### src/sv/assert_macros.svh
// Assertion helpers shared by the RTL modules.
`ifndef ASSERT_MACROS_SVH
`define ASSERT_MACROS_SVH

// Check a property on every rising clock edge outside reset.
`define ASSERT_CLK(label, prop, msg) \
  label: assert property (@(posedge clk) disable iff (!rst_n) (prop)) else $error(msg);

// Check that a condition never holds outside reset.
`define ASSERT_NEVER(label, cond, msg) \
  label: assert property (@(posedge clk) disable iff (!rst_n) !(cond)) else $error(msg);

`endif

### src/sv/lha_pkg.sv
`default_nettype none
package lha_pkg;

  localparam int LANES_DEF   = 4;
  localparam int NUM_ID_REGS = 4;
  localparam int ID_W        = 16;
  localparam int TYPE_W      = 8;
  localparam int COUNT_W     = 16;
  localparam int TIME_W      = 32;
  localparam int GAP_W       = 31;
  localparam int CFG_W       = 3;
  localparam int CFG_DATA_W  = 16;
  localparam int OP_W        = 2;

  localparam logic [COUNT_W-1:0] GAP_MAX    = 16'hffff;
  localparam logic [TIME_W-1:0]  CAP_NARROW = 32'd65535;
  localparam logic [TIME_W-1:0]  CAP_WIDE   = 32'd2147483647;

  typedef enum logic [OP_W-1:0] {
    OP_PACKET = 2'd0,
    OP_TICK   = 2'd1,
    OP_READ   = 2'd2
  } op_t;

  typedef enum logic [CFG_W-1:0] {
    CFG_LANE_ID_0 = 3'd0,
    CFG_LANE_ID_1 = 3'd1,
    CFG_LANE_ID_2 = 3'd2,
    CFG_LANE_ID_3 = 3'd3,
    CFG_TYPE_A    = 3'd4,
    CFG_TYPE_B    = 3'd5
  } cfg_idx_t;

  typedef struct packed {
    logic               started;
    logic [COUNT_W-1:0] last_count;
    logic [COUNT_W-1:0] car_sum;
    logic [COUNT_W-1:0] gap_ticks;
    logic [TIME_W-1:0]  time_sum;
  } lane_rec_t;

  localparam int REC_W = $bits(lane_rec_t);

  typedef struct packed {
    logic               start;
    logic [TIME_W-1:0]  dividend;
    logic [COUNT_W-1:0] divisor;
  } div_req_t;

  typedef struct packed {
    logic              done;
    logic [TIME_W-1:0] quot;
  } div_rsp_t;

  typedef struct packed {
    logic             valid;
    logic [GAP_W-1:0] gap;
  } res_t;

endpackage
`default_nettype wire

### src/sv/lha_ram.sv
`default_nettype none
module lha_ram #(
  parameter  int WIDTH  = 8,
  parameter  int DEPTH  = 4,
  localparam int ADDR_W = (DEPTH > 1) ? $clog2(DEPTH) : 1
) (
  input  wire logic                    clk,
  input  wire logic                    we,
  input  wire logic [ADDR_W-1:0]       waddr,
  input  wire logic [WIDTH-1:0]        wdata,
  input  wire logic [ADDR_W-1:0]       raddr,
  output      logic [WIDTH-1:0]        rdata
);

  logic [WIDTH-1:0] mem [DEPTH];

  always_ff @(posedge clk) begin
    if (we) begin
      mem[waddr] <= wdata;
    end
    rdata <= mem[raddr];
  end

endmodule
`default_nettype wire

### src/sv/lha_div.sv
`default_nettype none
`include "assert_macros.svh"
module lha_div (
  input  wire logic              clk,
  input  wire logic              rst_n,
  input  wire lha_pkg::div_req_t req,
  output      lha_pkg::div_rsp_t rsp
);

  localparam int CNT_W = $clog2(lha_pkg::TIME_W);

  logic                        busy_r, busy_nxt;
  logic                        done_r, done_nxt;
  logic [CNT_W-1:0]            cnt_r, cnt_nxt;
  logic [lha_pkg::COUNT_W-1:0] rem_r, rem_nxt;
  logic [lha_pkg::COUNT_W-1:0] dvs_r, dvs_nxt;
  logic [lha_pkg::TIME_W-1:0]  quo_r, quo_nxt;
  logic [lha_pkg::COUNT_W:0]   trial;
  logic                        fits;

  // One quotient bit per cycle, remainder stays below the divisor.
  always_comb begin
    busy_nxt = busy_r;
    done_nxt = 1'b0;
    cnt_nxt  = cnt_r;
    rem_nxt  = rem_r;
    dvs_nxt  = dvs_r;
    quo_nxt  = quo_r;
    trial    = {rem_r, quo_r[lha_pkg::TIME_W-1]};
    fits     = trial >= {1'b0, dvs_r};
    if (req.start) begin
      busy_nxt = 1'b1;
      cnt_nxt  = '0;
      rem_nxt  = '0;
      dvs_nxt  = req.divisor;
      quo_nxt  = req.dividend;
    end else if (busy_r) begin
      rem_nxt = fits ? lha_pkg::COUNT_W'(trial - {1'b0, dvs_r})
                     : trial[lha_pkg::COUNT_W-1:0];
      quo_nxt = {quo_r[lha_pkg::TIME_W-2:0], fits};
      cnt_nxt = cnt_r + 1'b1;
      if (cnt_r == CNT_W'(lha_pkg::TIME_W - 1)) begin
        busy_nxt = 1'b0;
        done_nxt = 1'b1;
      end
    end
  end

  always_ff @(posedge clk) begin
    if (!rst_n) begin
      busy_r <= 1'b0;
      done_r <= 1'b0;
      cnt_r  <= '0;
    end else begin
      busy_r <= busy_nxt;
      done_r <= done_nxt;
      cnt_r  <= cnt_nxt;
    end
    rem_r <= rem_nxt;
    dvs_r <= dvs_nxt;
    quo_r <= quo_nxt;
  end

  assign rsp.done = done_r;
  assign rsp.quot = quo_r;

  `ASSERT_NEVER(a_div_restart, req.start && busy_r, "divide started while busy")
  `ASSERT_CLK(a_div_done, $fell(busy_r) |-> done_r, "divide ended without done")

endmodule
`default_nettype wire

### src/sv/lha_seq.sv
`default_nettype none
`include "assert_macros.svh"
module lha_seq #(
  parameter int LANES = lha_pkg::LANES_DEF
) (
  input  wire logic                                  clk,
  input  wire logic                                  rst_n,
  input  wire logic                                  in_valid,
  output      logic                                  in_ready,
  input  wire logic [lha_pkg::OP_W-1:0]              in_opcode,
  input  wire logic [lha_pkg::TYPE_W-1:0]            in_packet_type,
  input  wire logic [lha_pkg::ID_W-1:0]              in_device_addr,
  input  wire logic [lha_pkg::COUNT_W-1:0]           in_car_count,
  input  wire logic                                  in_wide_result,
  input  wire logic [LANES-1:0][lha_pkg::ID_W-1:0]   lane_id,
  input  wire logic [lha_pkg::TYPE_W-1:0]            type_a,
  input  wire logic [lha_pkg::TYPE_W-1:0]            type_b,
  output      lha_pkg::div_req_t                     div_req,
  input  wire lha_pkg::div_rsp_t                     div_rsp,
  output      lha_pkg::res_t                         res,
  input  wire logic                                  res_ready
);

  localparam int LANE_W = (LANES > 1) ? $clog2(LANES) : 1;

  typedef enum logic [4:0] {
    S_IDLE = 5'b00001,
    S_RD   = 5'b00010,
    S_WR   = 5'b00100,
    S_DIV  = 5'b01000,
    S_OUT  = 5'b10000
  } state_t;

  state_t                        state_r, state_nxt;
  logic [lha_pkg::OP_W-1:0]      op_r, op_nxt;
  logic [lha_pkg::ID_W-1:0]      addr_r, addr_nxt;
  logic [lha_pkg::COUNT_W-1:0]   count_r, count_nxt;
  logic                          wide_r, wide_nxt;
  logic [LANE_W-1:0]             lane_r, lane_nxt;
  logic [LANES-1:0]              valid_r, valid_nxt;
  logic [lha_pkg::COUNT_W-1:0]   csum_r, csum_nxt;
  logic [lha_pkg::TIME_W-1:0]    tsum_r, tsum_nxt;
  logic [lha_pkg::GAP_W-1:0]     gap_r, gap_nxt;

  logic [lha_pkg::REC_W-1:0]     rdata;
  lha_pkg::lane_rec_t            rec, rec_nxt;
  logic                          hit, wr, accept, type_hit, last_lane;
  logic [lha_pkg::COUNT_W-1:0]   added;
  logic [lha_pkg::TIME_W-1:0]    cap, qsat;

  lha_ram #(
    .WIDTH (lha_pkg::REC_W),
    .DEPTH (LANES)
  ) u_ram (
    .clk   (clk),
    .we    (wr),
    .waddr (lane_r),
    .wdata (rec_nxt),
    .raddr (lane_r),
    .rdata (rdata)
  );

  assign in_ready  = (state_r == S_IDLE);
  assign accept    = in_valid && in_ready;
  assign type_hit  = (in_packet_type == type_a) || (in_packet_type == type_b);
  assign last_lane = (lane_r == LANE_W'(LANES - 1));
  assign cap       = wide_r ? lha_pkg::CAP_WIDE : lha_pkg::CAP_NARROW;
  assign qsat      = (div_rsp.quot >= cap) ? cap : div_rsp.quot;

  // Lane record update; a never-written entry reads as its reset value.
  always_comb begin
    rec     = valid_r[lane_r] ? lha_pkg::lane_rec_t'(rdata) : '0;
    hit     = (lane_id[lane_r] == addr_r);
    rec_nxt = rec;
    wr      = 1'b0;
    added   = '0;
    if (state_r == S_WR) begin
      case (op_r)
        lha_pkg::OP_PACKET: begin
          if (hit) begin
            wr = 1'b1;
            if (!rec.started) begin
              rec_nxt.last_count = count_r;
              rec_nxt.car_sum    = rec.car_sum + 1'b1;
              rec_nxt.started    = 1'b1;
            end else begin
              added              = count_r - rec.last_count;
              rec_nxt.car_sum    = rec.car_sum + added;
              rec_nxt.last_count = count_r;
              if (rec.gap_ticks != '0 && added != '0) begin
                rec_nxt.time_sum = rec.time_sum + {16'd0, rec.gap_ticks};
              end
            end
            rec_nxt.gap_ticks = '0;
          end
        end
        lha_pkg::OP_TICK: begin
          if (rec.started && rec.gap_ticks != lha_pkg::GAP_MAX) begin
            wr                = 1'b1;
            rec_nxt.gap_ticks = rec.gap_ticks + 1'b1;
          end
        end
        lha_pkg::OP_READ: begin
          if (hit) begin
            wr               = 1'b1;
            rec_nxt.car_sum  = '0;
            rec_nxt.time_sum = '0;
          end
        end
        default: ;
      endcase
    end
  end

  always_comb begin
    state_nxt = state_r;
    op_nxt    = op_r;
    addr_nxt  = addr_r;
    count_nxt = count_r;
    wide_nxt  = wide_r;
    lane_nxt  = lane_r;
    valid_nxt = valid_r;
    csum_nxt  = csum_r;
    tsum_nxt  = tsum_r;
    gap_nxt   = gap_r;
    div_req   = '0;
    unique case (state_r)
      S_IDLE: begin
        if (accept) begin
          op_nxt    = in_opcode;
          addr_nxt  = in_device_addr;
          count_nxt = in_car_count;
          wide_nxt  = in_wide_result;
          lane_nxt  = '0;
          csum_nxt  = '0;
          tsum_nxt  = '0;
          // Drop unused opcodes and foreign packet types at once.
          if ((in_opcode == lha_pkg::OP_PACKET && type_hit) ||
              in_opcode == lha_pkg::OP_TICK || in_opcode == lha_pkg::OP_READ) begin
            state_nxt = S_RD;
          end
        end
      end
      S_RD: begin
        state_nxt = S_WR;
      end
      S_WR: begin
        if (wr) begin
          valid_nxt[lane_r] = 1'b1;
        end
        // Highest matching lane wins the capture.
        if (op_r == lha_pkg::OP_READ && hit) begin
          csum_nxt = rec.car_sum;
          tsum_nxt = rec.time_sum;
        end
        if (!last_lane) begin
          lane_nxt  = lane_r + 1'b1;
          state_nxt = S_RD;
        end else if (op_r != lha_pkg::OP_READ) begin
          state_nxt = S_IDLE;
        end else if (csum_nxt == '0) begin
          gap_nxt   = '0;
          state_nxt = S_OUT;
        end else begin
          div_req.start    = 1'b1;
          div_req.dividend = tsum_nxt;
          div_req.divisor  = csum_nxt;
          state_nxt        = S_DIV;
        end
      end
      S_DIV: begin
        if (div_rsp.done) begin
          gap_nxt   = qsat[lha_pkg::GAP_W-1:0];
          state_nxt = S_OUT;
        end
      end
      S_OUT: begin
        if (res_ready) begin
          state_nxt = S_IDLE;
        end
      end
      default: state_nxt = S_IDLE;
    endcase
  end

  always_ff @(posedge clk) begin
    if (!rst_n) begin
      state_r <= S_IDLE;
      valid_r <= '0;
      lane_r  <= '0;
      op_r    <= lha_pkg::OP_TICK;
    end else begin
      state_r <= state_nxt;
      valid_r <= valid_nxt;
      lane_r  <= lane_nxt;
      op_r    <= op_nxt;
    end
    addr_r  <= addr_nxt;
    count_r <= count_nxt;
    wide_r  <= wide_nxt;
    csum_r  <= csum_nxt;
    tsum_r  <= tsum_nxt;
    gap_r   <= gap_nxt;
  end

  assign res.valid = (state_r == S_OUT);
  assign res.gap   = gap_r;

  `ASSERT_CLK(a_rd_before_wr, (state_r == S_WR) |-> ($past(state_r) == S_RD),
              "record modified without a read")
  `ASSERT_CLK(a_div_from_read, div_req.start |-> (op_r == lha_pkg::OP_READ),
              "divide started for a non-read request")

endmodule
`default_nettype wire

### src/sv/lane_headway_average.sv
// Flow: a packet or tick request reads then writes each lane record in turn through the
// synchronous-read RAM. A read request with a nonzero car sum then runs a restoring divide
// and hands the saturated quotient to the output register.
// Throughput: one request at a time; a new request is accepted only in the idle state.
// Reset: synchronous active-low rst_n clears configuration, lane valid bits and control.
`default_nettype none
module lane_headway_average #(
  parameter int LANES = lha_pkg::LANES_DEF
) (
  input  wire logic                              clk,
  input  wire logic                              rst_n,
  input  wire logic                              in_valid,
  output      logic                              in_ready,
  input  wire logic [lha_pkg::OP_W-1:0]          in_opcode,
  input  wire logic [lha_pkg::TYPE_W-1:0]        in_packet_type,
  input  wire logic [lha_pkg::ID_W-1:0]          in_device_addr,
  input  wire logic [lha_pkg::COUNT_W-1:0]       in_car_count,
  input  wire logic                              in_wide_result,
  output      logic                              out_valid,
  input  wire logic                              out_ready,
  output      logic [lha_pkg::GAP_W-1:0]         out_average_gap,
  input  wire logic                              cfg_we,
  input  wire logic [lha_pkg::CFG_W-1:0]         cfg_index,
  input  wire logic [lha_pkg::CFG_DATA_W-1:0]    cfg_wdata
);

  logic [LANES-1:0][lha_pkg::ID_W-1:0] lane_id_r;
  logic [lha_pkg::TYPE_W-1:0]          type_a_r, type_b_r;
  logic                                out_valid_r, out_valid_nxt;
  logic [lha_pkg::GAP_W-1:0]           out_gap_r, out_gap_nxt;
  logic                                res_ready;
  lha_pkg::div_req_t                   div_req;
  lha_pkg::div_rsp_t                   div_rsp;
  lha_pkg::res_t                       res;

  // Lane slots beyond the id registers keep id zero.
  always_ff @(posedge clk) begin
    if (!rst_n) begin
      lane_id_r <= '0;
    end else if (cfg_we) begin
      for (int k = 0; k < LANES; k++) begin
        if (k < lha_pkg::NUM_ID_REGS && cfg_index == lha_pkg::CFG_W'(k)) begin
          lane_id_r[k] <= cfg_wdata;
        end
      end
    end
  end

  always_ff @(posedge clk) begin
    if (!rst_n) begin
      type_a_r <= '0;
      type_b_r <= '0;
    end else if (cfg_we) begin
      if (cfg_index == lha_pkg::CFG_TYPE_A) begin
        type_a_r <= cfg_wdata[lha_pkg::TYPE_W-1:0];
      end
      if (cfg_index == lha_pkg::CFG_TYPE_B) begin
        type_b_r <= cfg_wdata[lha_pkg::TYPE_W-1:0];
      end
    end
  end

  lha_seq #(
    .LANES (LANES)
  ) u_seq (
    .clk            (clk),
    .rst_n          (rst_n),
    .in_valid       (in_valid),
    .in_ready       (in_ready),
    .in_opcode      (in_opcode),
    .in_packet_type (in_packet_type),
    .in_device_addr (in_device_addr),
    .in_car_count   (in_car_count),
    .in_wide_result (in_wide_result),
    .lane_id        (lane_id_r),
    .type_a         (type_a_r),
    .type_b         (type_b_r),
    .div_req        (div_req),
    .div_rsp        (div_rsp),
    .res            (res),
    .res_ready      (res_ready)
  );

  lha_div u_div (
    .clk   (clk),
    .rst_n (rst_n),
    .req   (div_req),
    .rsp   (div_rsp)
  );

  // Output register: hold the result until taken, refill on the same cycle.
  assign res_ready = !out_valid_r || out_ready;

  always_comb begin
    out_valid_nxt = out_valid_r;
    out_gap_nxt   = out_gap_r;
    if (out_valid_r && out_ready) begin
      out_valid_nxt = 1'b0;
    end
    if (res.valid && res_ready) begin
      out_valid_nxt = 1'b1;
      out_gap_nxt   = res.gap;
    end
  end

  always_ff @(posedge clk) begin
    if (!rst_n) begin
      out_valid_r <= 1'b0;
    end else begin
      out_valid_r <= out_valid_nxt;
    end
    out_gap_r <= out_gap_nxt;
  end

  assign out_valid       = out_valid_r;
  assign out_average_gap = out_gap_r;

endmodule
`default_nettype wire
### config.mk
export PLATFORM = sky130hd
export DESIGN_NAME = lane_headway_average
export DESIGN_NICKNAME = d
export VERILOG_FILES = /design/src/sv/lha_pkg.sv /design/src/sv/lha_ram.sv /design/src/sv/lha_div.sv /design/src/sv/lha_seq.sv /design/src/sv/lane_headway_average.sv
export VERILOG_INCLUDE_DIRS = /design/src /design/src/sv
export SDC_FILE = /design/constraint.sdc
export NUM_CORES = 1
export LEC_CHECK = 0
export ABC_CLOCK_PERIOD_IN_PS = 8200
export BUFFER_PORTS_ARGS = -buffer_cell sky130_fd_sc_hd__buf_4
export CAP_MARGIN = 5
export CORE_MARGIN = 2
export CORE_UTILIZATION = 60
export DETAILED_ROUTE_END_ITERATION = 8
export PLACE_DENSITY = 0.79
export SLEW_MARGIN = 20
export SYNTH_ARGS = -nofsm -noshare
export SYNTH_HDL_FRONTEND = slang
export SYNTH_SLANG_ARGS = --single-unit
### constraint.sdc
create_clock -name clk -period 8.2 [get_ports clk]
set_input_delay 0.41 -clock clk [delete_from_list [all_inputs] [get_ports clk]]
set_output_delay 0.41 -clock clk [all_outputs]
set_load 0.02 [all_outputs]
**Word-level counts from Yosys, hierarchy flattened**

Memories as Yosys holds them, arrays and structs flattened. A register that Yosys moved wholly into a read port is not among the register bits.
Index checks and enable logic that the tools add are counted.

- Bits in registers: 308
- Latch bits: 0
- RAM bits: 324
- Bits in read-only memories: 0
- Logic and storage cells: 173
- Memories: 1

- Add/subtract/negate cells: 8
- $mul: 0
- Divide/modulo/power cells: 0
- Order comparisons: 4
- Equal/unequal tests: 29
- Shift-type cells: 0
- Multiplexer cells: 63
- Bitwise gates (word level): 5
- Reduce and logical (&&, ||, !) cells: 39

Memory list:

| memory | depth | bits a word | read ports | clocked after Yosys merged registers in | write ports | line | source |
|---|---|---|---|---|---|---|---|
| u_seq.u_ram.mem | 4 | 81 | 1 | 1 | 1 | lha_ram.sv:15 | `logic [WIDTH-1:0] mem [DEPTH];` |

Operators with widths:

| kind | count |
|---|---|
| $mux W81 | 3 |
| $mux W32 | 7 |
| $mux W49 | 4 |
| $mux W31 | 6 |
| $mux W16 | 8 |
| $pmux W32 S2 | 2 |
| $pmux W16 S2 | 3 |
| $pmux W31 S2 | 1 |
| $mux W5 | 7 |
| $add A16 B1 Y16 const B | 2 |
| $add A32 B16 Y32 | 1 |
| $bmux W16 S2 | 1 |
| $ge A32 B31 Y1 | 1 |
| $reduce_bool A16 Y1 | 2 |
| $sub A16 B16 Y16 | 2 |
| $pmux W5 S5 | 1 |
| $reduce_and A2 Y1 | 9 |
| $ge A17 B16 Y1 | 1 |
| $mux W17 | 1 |
| $add A16 B16 Y16 | 1 |
| $eq A16 B16 Y1 | 1 |
| $eq A8 B8 Y1 | 2 |
| $logic_not A16 Y1 | 1 |
| $ne A16 B16 Y1 const B | 1 |
| other kinds (36) | 80 |

**Depth between registers and ports, before layout**

Gate-level depths: netlist (run 1).

- Word-level depth: 12
- Gate-level depth with buffers: 25
- Mapped depth without buffers: 20

**Cells and area by module**

A second synthesis (run 1) with hierarchy kept.

- Cells, all modules: 2473
- Area, all modules: 32343.5 um2

Modules (own cells, without submodules):

| module | instances | cells each | area each (um2) | sequential area each (um2) |
|---|---|---|---|---|
| lha_ram | 1 | 508 | 13421.6 | 11350.9 |
| lha_seq | 1 | 1310 | 11173.2 | 3623.5 |
| lane_headway_average | 1 | 319 | 3912.5 | 2552.4 |
| lha_div | 1 | 336 | 3836.2 | 1901.8 |

**Least setup slack after synthesis (run 1)**

No wires, ideal clock.

- Path type: register to register
- From: register u_seq.lane_r[0]
- To: memory u_seq.u_ram.mem[1][0] (netlist bit) (enable)
- Library setup time: 0.533 ns
- Data arrival time: 6.448 ns
- Setup slack: 1.219 ns
- Cell stages (with the launch flop): 13
- Path buffers: 4
- Clock period less this slack: 6.981 ns
- Cells stage by stage: dfxtp_1 > buf_6 > mux4_2 > clkbuf_1 > clkbuf_1 > clkbuf_1 > nand2_1 > inv_1 > ha_1 > and3_1 > a41oi_2 > a31oi_1 > nor2b_1

- Longest elaborated chain between the ends: 10
- Elaborated cells between the ends (all ways): 14
- Classes of those cells: 2 x eq/ne; 11 x mux; 1 x reduce/logical

Ends and longest elaborated chain:

| element | line | source |
|---|---|---|
| start: declaration | lha_seq.sv:39 | `logic [LANE_W-1:0] lane_r, lane_nxt;` |
| start signal: assignment | lha_seq.sv:195 | `lane_r <= lane_nxt;` |
| $bmux W1 S2 | lha_seq.sv:72 | `rec = valid_r[lane_r] ? lha_pkg::lane_rec_t'(rdata) : '0;` |
| $mux W1 (implied by the code) | lha_seq.sv:72 |  |
| $mux W81 | lha_seq.sv:72 |  |
| $ne A16 B16 Y1 | lha_seq.sv:98 | `if (rec.started && rec.gap_ticks != lha_pkg::GAP_MAX) begin` |
| $logic_and A1 B1 Y1 | lha_seq.sv:98 |  |
| $mux W1 | lha_seq.sv:98 |  |
| $pmux W1 S2 | lha_seq.sv:78 | `case (op_r)` |
| $mux W1 | lha_seq.sv:77 | `if (state_r == S_WR) begin` |
| $mux W1 | lha_ram.sv:18 | `if (we) begin` |
| $mux W1 (implied by the code) | lha_ram.sv:19 | `mem[waddr] <= wdata;` |
| end: declaration | lha_ram.sv:15 |  |

Several ways; a longest one is shown, not always the timed one. The select of a mux whose other input is x is not followed.

==> impl_metrics.tcl, run 1 <==
set metrics [dict create \
    status "finished, final reports clean" \
    clkTransAtPathRegs_ns 0.06 \
    seqCellArea_um2 19400 \
    worstPathArrival_ns 6.58 \
    setup_viol 0 \
    period_share 0.761 \
    fin_skew_ns 0.0230 \
    pwr_density_cell_nw_per_um2 218 \
    dr.pass1.iters 6 \
    start_util 0.604 \
    syn_area_um2 31600 \
    drive_gt1_frac 0.140 \
    antenna_found_initial 0 \
    wl_per_cell_um 20.7 \
    yosysUniqueCellTypes 83 \
    num_rows 84 \
    numCtsBuffers 71 \
    critPathRequiredTime_ns 8.55 \
    crit_chain "mux4_4, and2_1, ha_1, inv_1, fa_1, a211oi_1, o211ai_1, and3_1, o41a_1, xnor2_1, o211ai_2, o21bai_4, buf_4, or2_0, nor4_1, a41o_1" \
    cts_resized 0 \
    cts_tree "yes" \
    crit_buf_inv 2 \
    die_x_um 233 \
    grt_max_degree 96 \
    rsz0062_at_grt "false" \
    synth_ff_type "edfxtp_1" \
    grt_pass1_wl_mm 112 \
    synth_cells 2549 \
    min_period_ns 6.24 \
    overflow 0 \
    core_area_um2 52300 \
    yosysMostFrequentCell "edfxtp_1" \
    tightest_slew_ns 1.08 \
    dp_slack_ns 2.07 \
    max_cap_violations 0 \
    portBuffers 99 \
    dr_total_vias 20976 \
    dpl.cell_count 3244 \
    fmax_ghz 0.160 \
    wl_mm 70.4 \
    grtUsageTotal 0.264 \
    hold_viol 0 \
    yosys.area.top_type "edfxtp_1" \
    layout.cells.non_filler 3411 \
    clock_latency_ns 0.61 \
    cts_setup_buffers 0 \
    slew_viol_final 0 \
    ioPinCount 100 \
    dp_hpwl_mm 44.8 \
    n_fill_cell 3559 \
    drc_errors 0 \
    ir_drop_mv 0.132 \
    synth-seq-cells 713 \
    netlist.area_leader.share 0.489 \
    crit_family "compound AO/OA/AOI/OAI gates" \
    cpPeakStageDelay_ns 1.04 \
    drt_iter0_drc 2212 \
    synth_commonest_cells "edfxtp_1 (515), nand2_1 (372), nor2_1 (235)" \
    crit_path_end_kind "flop" \
    cts_hold_buf 33 \
    num-nets-final 2822 \
    path_class "reg -> reg" \
    slowest_stage "mux4_4" \
    cts_num_sinks 713 \
    fin_ws_ns 1.96 \
    synthesis.nets 2707 \
    gp_congestion 0.878 \
    drtAntennaViolNets 0 \
    multiInputGateArea_um2 11500 \
    synthArstFlopShare 0 \
    grt_pass1_vias 21211 \
    dieArea_um2 54500 \
    crit_fanout 73 \
    avgViaCountPerCell 6.15 \
    syn2layout_area_growth_pct 13.3 \
    clock-root-buffer "clkbuf_16" \
    slew_headroom 0.281 \
    synth_edf_count 515 \
    hp-class "in -> reg" \
    fin_tns_setup_ns 0 \
    antennaDiodeCount 0 \
    hold_ws_ns 0.0814 \
    p_leak_uw 0.0139 \
    synth_warnings 0 \
    syn-mean-instance-area_um2 12.4 \
    ys_top_cells_by_area "edfxtp_1 (49%), dfxtp_1 (13%), mux4_2 (7.0%)" \
    cts_max_path_buffers 3 \
    die_y_um 233 \
    yosysSeqAreaShare 0.615 \
    start_kind "flop" \
    cts_max_level 3 \
]
[per-stage QoR]
stage | utilization | power (uW) | instance area, um2
floorplan | - | 4400 | 31600
finish | 0.684 | 7820 | 35800
global placement | 0.631 | 4540 | 33000
CTS | 0.683 | 7860 | 35800
detailed placement | 0.631 | 4560 | 33000
global route | 0.684 | 8070 | 35800
[area by class of cell]
type | instances | area share
Timing Repair Buffer | 164 | 0.0385
Tap cell | 688 | 0.0240
Inverter | 72 | 0.00758
Clock buffer | 105 | 0.0592
Clock inverter | 27 | 0.00786
Sequential cell | 713 | 0.543
Multi-Input combinational cell | 1642 | 0.320
[metal layers]
metal  wire length (um)  GRT usage
met5                  0          0
met3               5420     0.0474
met2              34600      0.447
met4               1780     0.0963
met1              28600      0.343
[report_power, final]
group          switching, uW  total (uW)  leakage, uW  internal (uW)
Sequential              52.3        3980      0.00739           3930
Clock                   1350        3310      0.00119           1960
Combinational            322         533      0.00535            211
[worst register-to-register path, delay by kind of cell (launching register included)]
| kind | cells | cell delay (ns) |
|---|---|---|
| AOI/OAI and AO/OA | 6 | 1.41 |
| muxes | 1 | 1.05 |
| buffers and inverters | 2 | 0.40 |
| DFF | 1 | 0.80 |
| xor gates and xnor gates | 1 | 0.26 |
| and+or+nand+nor | 4 | 1.42 |
| adders and majority gates | 2 | 0.62 |
[cells in the final DEF, fill, tap and decap left out, types with 23 or more instances in the layout]
cell / synthesis / final
a21o_1: 29 / 29
nand4_1: 26 / 26
inv_1: 71 / 70
dfxtp_1: 198 / 196
a21boi_0: 86 / 86
o21ai_0: 105 / 104
nor2_1: 235 / 234
mux2i_1: 24 / 24
mux4_2: 98 / 97
ha_1: 87 / 87
xnor2_1: 52 / 52
a21oi_1: 141 / 141
dlygate4sd3_1: 0 / 33
nand2_1: 372 / 370
nor3_1: 29 / 28
clkbuf_16: 0 / 77
and2_1: 23 / 23
edfxtp_1: 515 / 515
nand3_1: 36 / 36
buf_4: 2 / 126
xor2_1: 32 / 32
[kinds of logic (layout without fill, tap and decap cells)]
kind of cell	count (synthesis)	in the layout	synth area share
buffers and inverters	194	368	0.0243
xor gates and xnor gates	85	85	0.0238
adders and majority gates	91	91	0.0370
and+or+nand+nor	826	826	0.115
DFF	713	713	0.615
AOI/OAI and AO/OA	517	517	0.107
muxes	123	123	0.0778
[final timing paths]
check	from	to	slack, ns	cells after the start
max	u_seq.lane_r[1]$_SDFFE_PN0P_	u_seq.u_ram.mem[3][24]$_DFFE_PP_	1.96	16
min	in_opcode[0]	u_seq.op_r[0]$_SDFFE_PN1P_	0.08	3
max reg2reg	u_seq.lane_r[1]$_SDFFE_PN0P_	u_seq.u_ram.mem[3][24]$_DFFE_PP_	1.96	16
min reg2reg	u_seq.gap_r[1]$_SDFFCE_PP0P_	out_average_gap[1]$_DFFE_PP_	0.41	0
[state kept, by name (all words and copies together), names as in the netlist, 2 cells and up]
signal	flops
u_seq.u_ram.mem	324
out_average_gap	31
u_seq.gap_r	31
type_b_r	8
u_seq.valid_r	4
u_seq.addr_r	16
lane_id_r	64
u_div.cnt_r	5
u_seq.count_r	16
u_seq.lane_r	2
u_seq.tsum_r	32
u_div.dvs_r	16
u_seq.u_ram.rdata	81
u_seq.csum_r	16
u_seq.state_r	5
u_div.quo_r	32
u_div.rem_r	16
type_a_r	8
u_seq.op_r	2
Power figures use the tool's default switching activity.
==> run 2, diff against run 1 <==
Settings changed: ABC_CLOCK_PERIOD_IN_PS 8200 to 5900.
Clock period 8.2 ns to 5.9 ns, I/O delays scaled along.
==> impl_metrics.tcl, run 2 (synthesis results as in run 1) <==
set metrics [dict create \
    status "finished, final reports clean" \
    critPathRequiredTime_ns 6.25 \
    core_area_um2 52300 \
    clkTransAtPathRegs_ns 0.06 \
    dpl.cell_count 3252 \
    numCtsBuffers 72 \
    drc_errors 0 \
    fin_skew_ns 0.0357 \
    path_class "reg -> reg" \
    drive_gt1_frac 0.141 \
    clock_latency_ns 0.62 \
    n_fill_cell 3543 \
    place_area_um2 33100 \
    grt_pass1_wl_mm 109 \
    start_util 0.604 \
    die_y_um 233 \
    num-nets-final 2848 \
    wl_mm 69.0 \
    cts_setup_buffers 0 \
    avgViaCountPerCell 6.03 \
    drtAntennaViolNets 0 \
    cts_tree "yes" \
    crit_path_end_kind "flop" \
    grt_max_degree 101 \
    layout.cells.non_filler 3436 \
    cts_max_path_buffers 3 \
    die_x_um 233 \
    tightest_slew_ns 1.13 \
    p_leak_uw 0.0140 \
    slew_viol_final 0 \
    num_rows 84 \
    cpPeakStageDelay_ns 0.60 \
    overflow 0 \
    max_cap_violations 0 \
    final_cell_mix "edfxtp_1 (515), nand2_1 (370), nor2_1 (234), dfxtp_1 (196), a21oi_1 (141)" \
    grtUsageTotal 0.257 \
    crit_family "compound AO/OA/AOI/OAI gates" \
    grt_pass1_vias 20759 \
    slew_headroom 0.243 \
    cts_hold_buf 51 \
    gp_congestion 0.887 \
    ioPinCount 100 \
    reg_top3 "u_seq.u_ram.mem x324, u_seq.u_ram.rdata x81, lane_id_r x64" \
    dieArea_um2 54500 \
    dp_hpwl_mm 43.6 \
    drt_iter0_drc 1919 \
    rsz0062_at_grt "false" \
    setup_viol 0 \
    top_register "u_seq.u_ram.mem" \
    hp-class "in -> reg" \
    pwr_density_cell_nw_per_um2 298 \
    cts_num_sinks 713 \
    cts_max_level 3 \
    final_common_cell "edfxtp_1" \
    hold_viol 0 \
    ir_drop_mv 0.230 \
    min_period_ns 5.07 \
    crit_chain "mux4_4, and2_1, ha_1, inv_1, fa_1, a21o_1, a21oi_1, xor2_1, nor2_1, ha_1, or3_1, o21ai_0, nor3_1, nor2_1, nand2_1, a41oi_1, o21ai_0, xnor2_1, a21oi_1, a31o_2" \
    portBuffers 99 \
    period_share 0.859 \
    crit_buf_inv 1 \
    dr_total_vias 20722 \
    worstPathArrival_ns 5.42 \
    slowest_stage "mux4_4" \
    start_kind "flop" \
    syn2layout_area_growth_pct 13.8 \
    dr.pass1.iters 6 \
    wl_per_cell_um 20.1 \
    fmax_ghz 0.197 \
    antenna_found_initial 1 \
    crit_fanout 18 \
    cts_resized 0 \
    largest_reg_flops 324 \
    design_area_um2 36000 \
    clock-root-buffer "clkbuf_16" \
]
## run 2: final timing paths
kind	start	endpoint	slack, ns	cells after the start
hold / removal	out_ready	out_valid$_SDFFE_PN0P_	0.04	3
hold reg to reg	u_seq.gap_r[29]$_SDFFCE_PP0P_	out_average_gap[29]$_DFFE_PP_	0.42	0
setup / recovery	u_seq.lane_r[0]$_SDFFE_PN0P_	u_seq.u_ram.mem[1][63]$_DFFE_PP_	0.83	20
setup reg to reg	u_seq.lane_r[0]$_SDFFE_PN0P_	u_seq.u_ram.mem[1][63]$_DFFE_PP_	0.83	20
## run 2: area by class of cell
class / count / area [um2] / share of cell area
Timing Repair Buffer: 189 / 1630 / 0.0452
Inverter: 72 / 270 / 0.00752
Clock inverter: 36 / 282 / 0.00783
Clock buffer: 95 / 2020 / 0.0563
Multi-Input combinational cell: 1642 / 11500 / 0.319
Sequential cell: 713 / 19400 / 0.541
Tap cell: 688 / 861 / 0.0239
Antenna cell: 1 / 2.50 / 0.0000696
## run 2: per-stage QoR
| step | hold slack (ns) | util | setup WS, ns | total power, uW | TNS [ns] |
|---|---|---|---|---|---|
| finish | 0.0430 | 0.687 | 0.833 | 10700 | 0 |
| global route | 0.0630 | 0.687 | 0.534 | 11100 | 0 |
| CTS | 0.0210 | 0.687 | 0.919 | 10800 | 0 |
| detailed placement | 0.405 | 0.633 | 1.04 | 6340 | 0 |
| global placement | 0.404 | 0.633 | 1.15 | 6310 | 0 |
| floorplan | 0.394 | - | -1.08 | 6110 | -353.50 |
## run 2: worst min-delay path: cells and delay by family
kind	cells	cell delay, ns
and+or+nand+nor	1	0.14
AOI/OAI and AO/OA	1	0.09
buffers and inverters	1	0.07
## run 2: layer usage
layer / part of all wire / vias to the layer above / track usage
met1: 0.42 / 10008 / 0.341
met2: 0.48 / 884 / 0.425
met3: 0.077 / 139 / 0.0513
met5: 0.00019 / - / 0
met4: 0.025 / 2 / 0.0922
li1: - / 9689 / -
## run 2: power breakdown
part / switching, uW / internal, uW / leakage [uW] / total, uW
combinational: 449 / 301 / 0.00546 / 750
sequential: 72.4 / 5460 / 0.00739 / 5530
clock: 1880 / 2560 / 0.00113 / 4440
total: 2400 / 8310 / 0.0140 / 10700
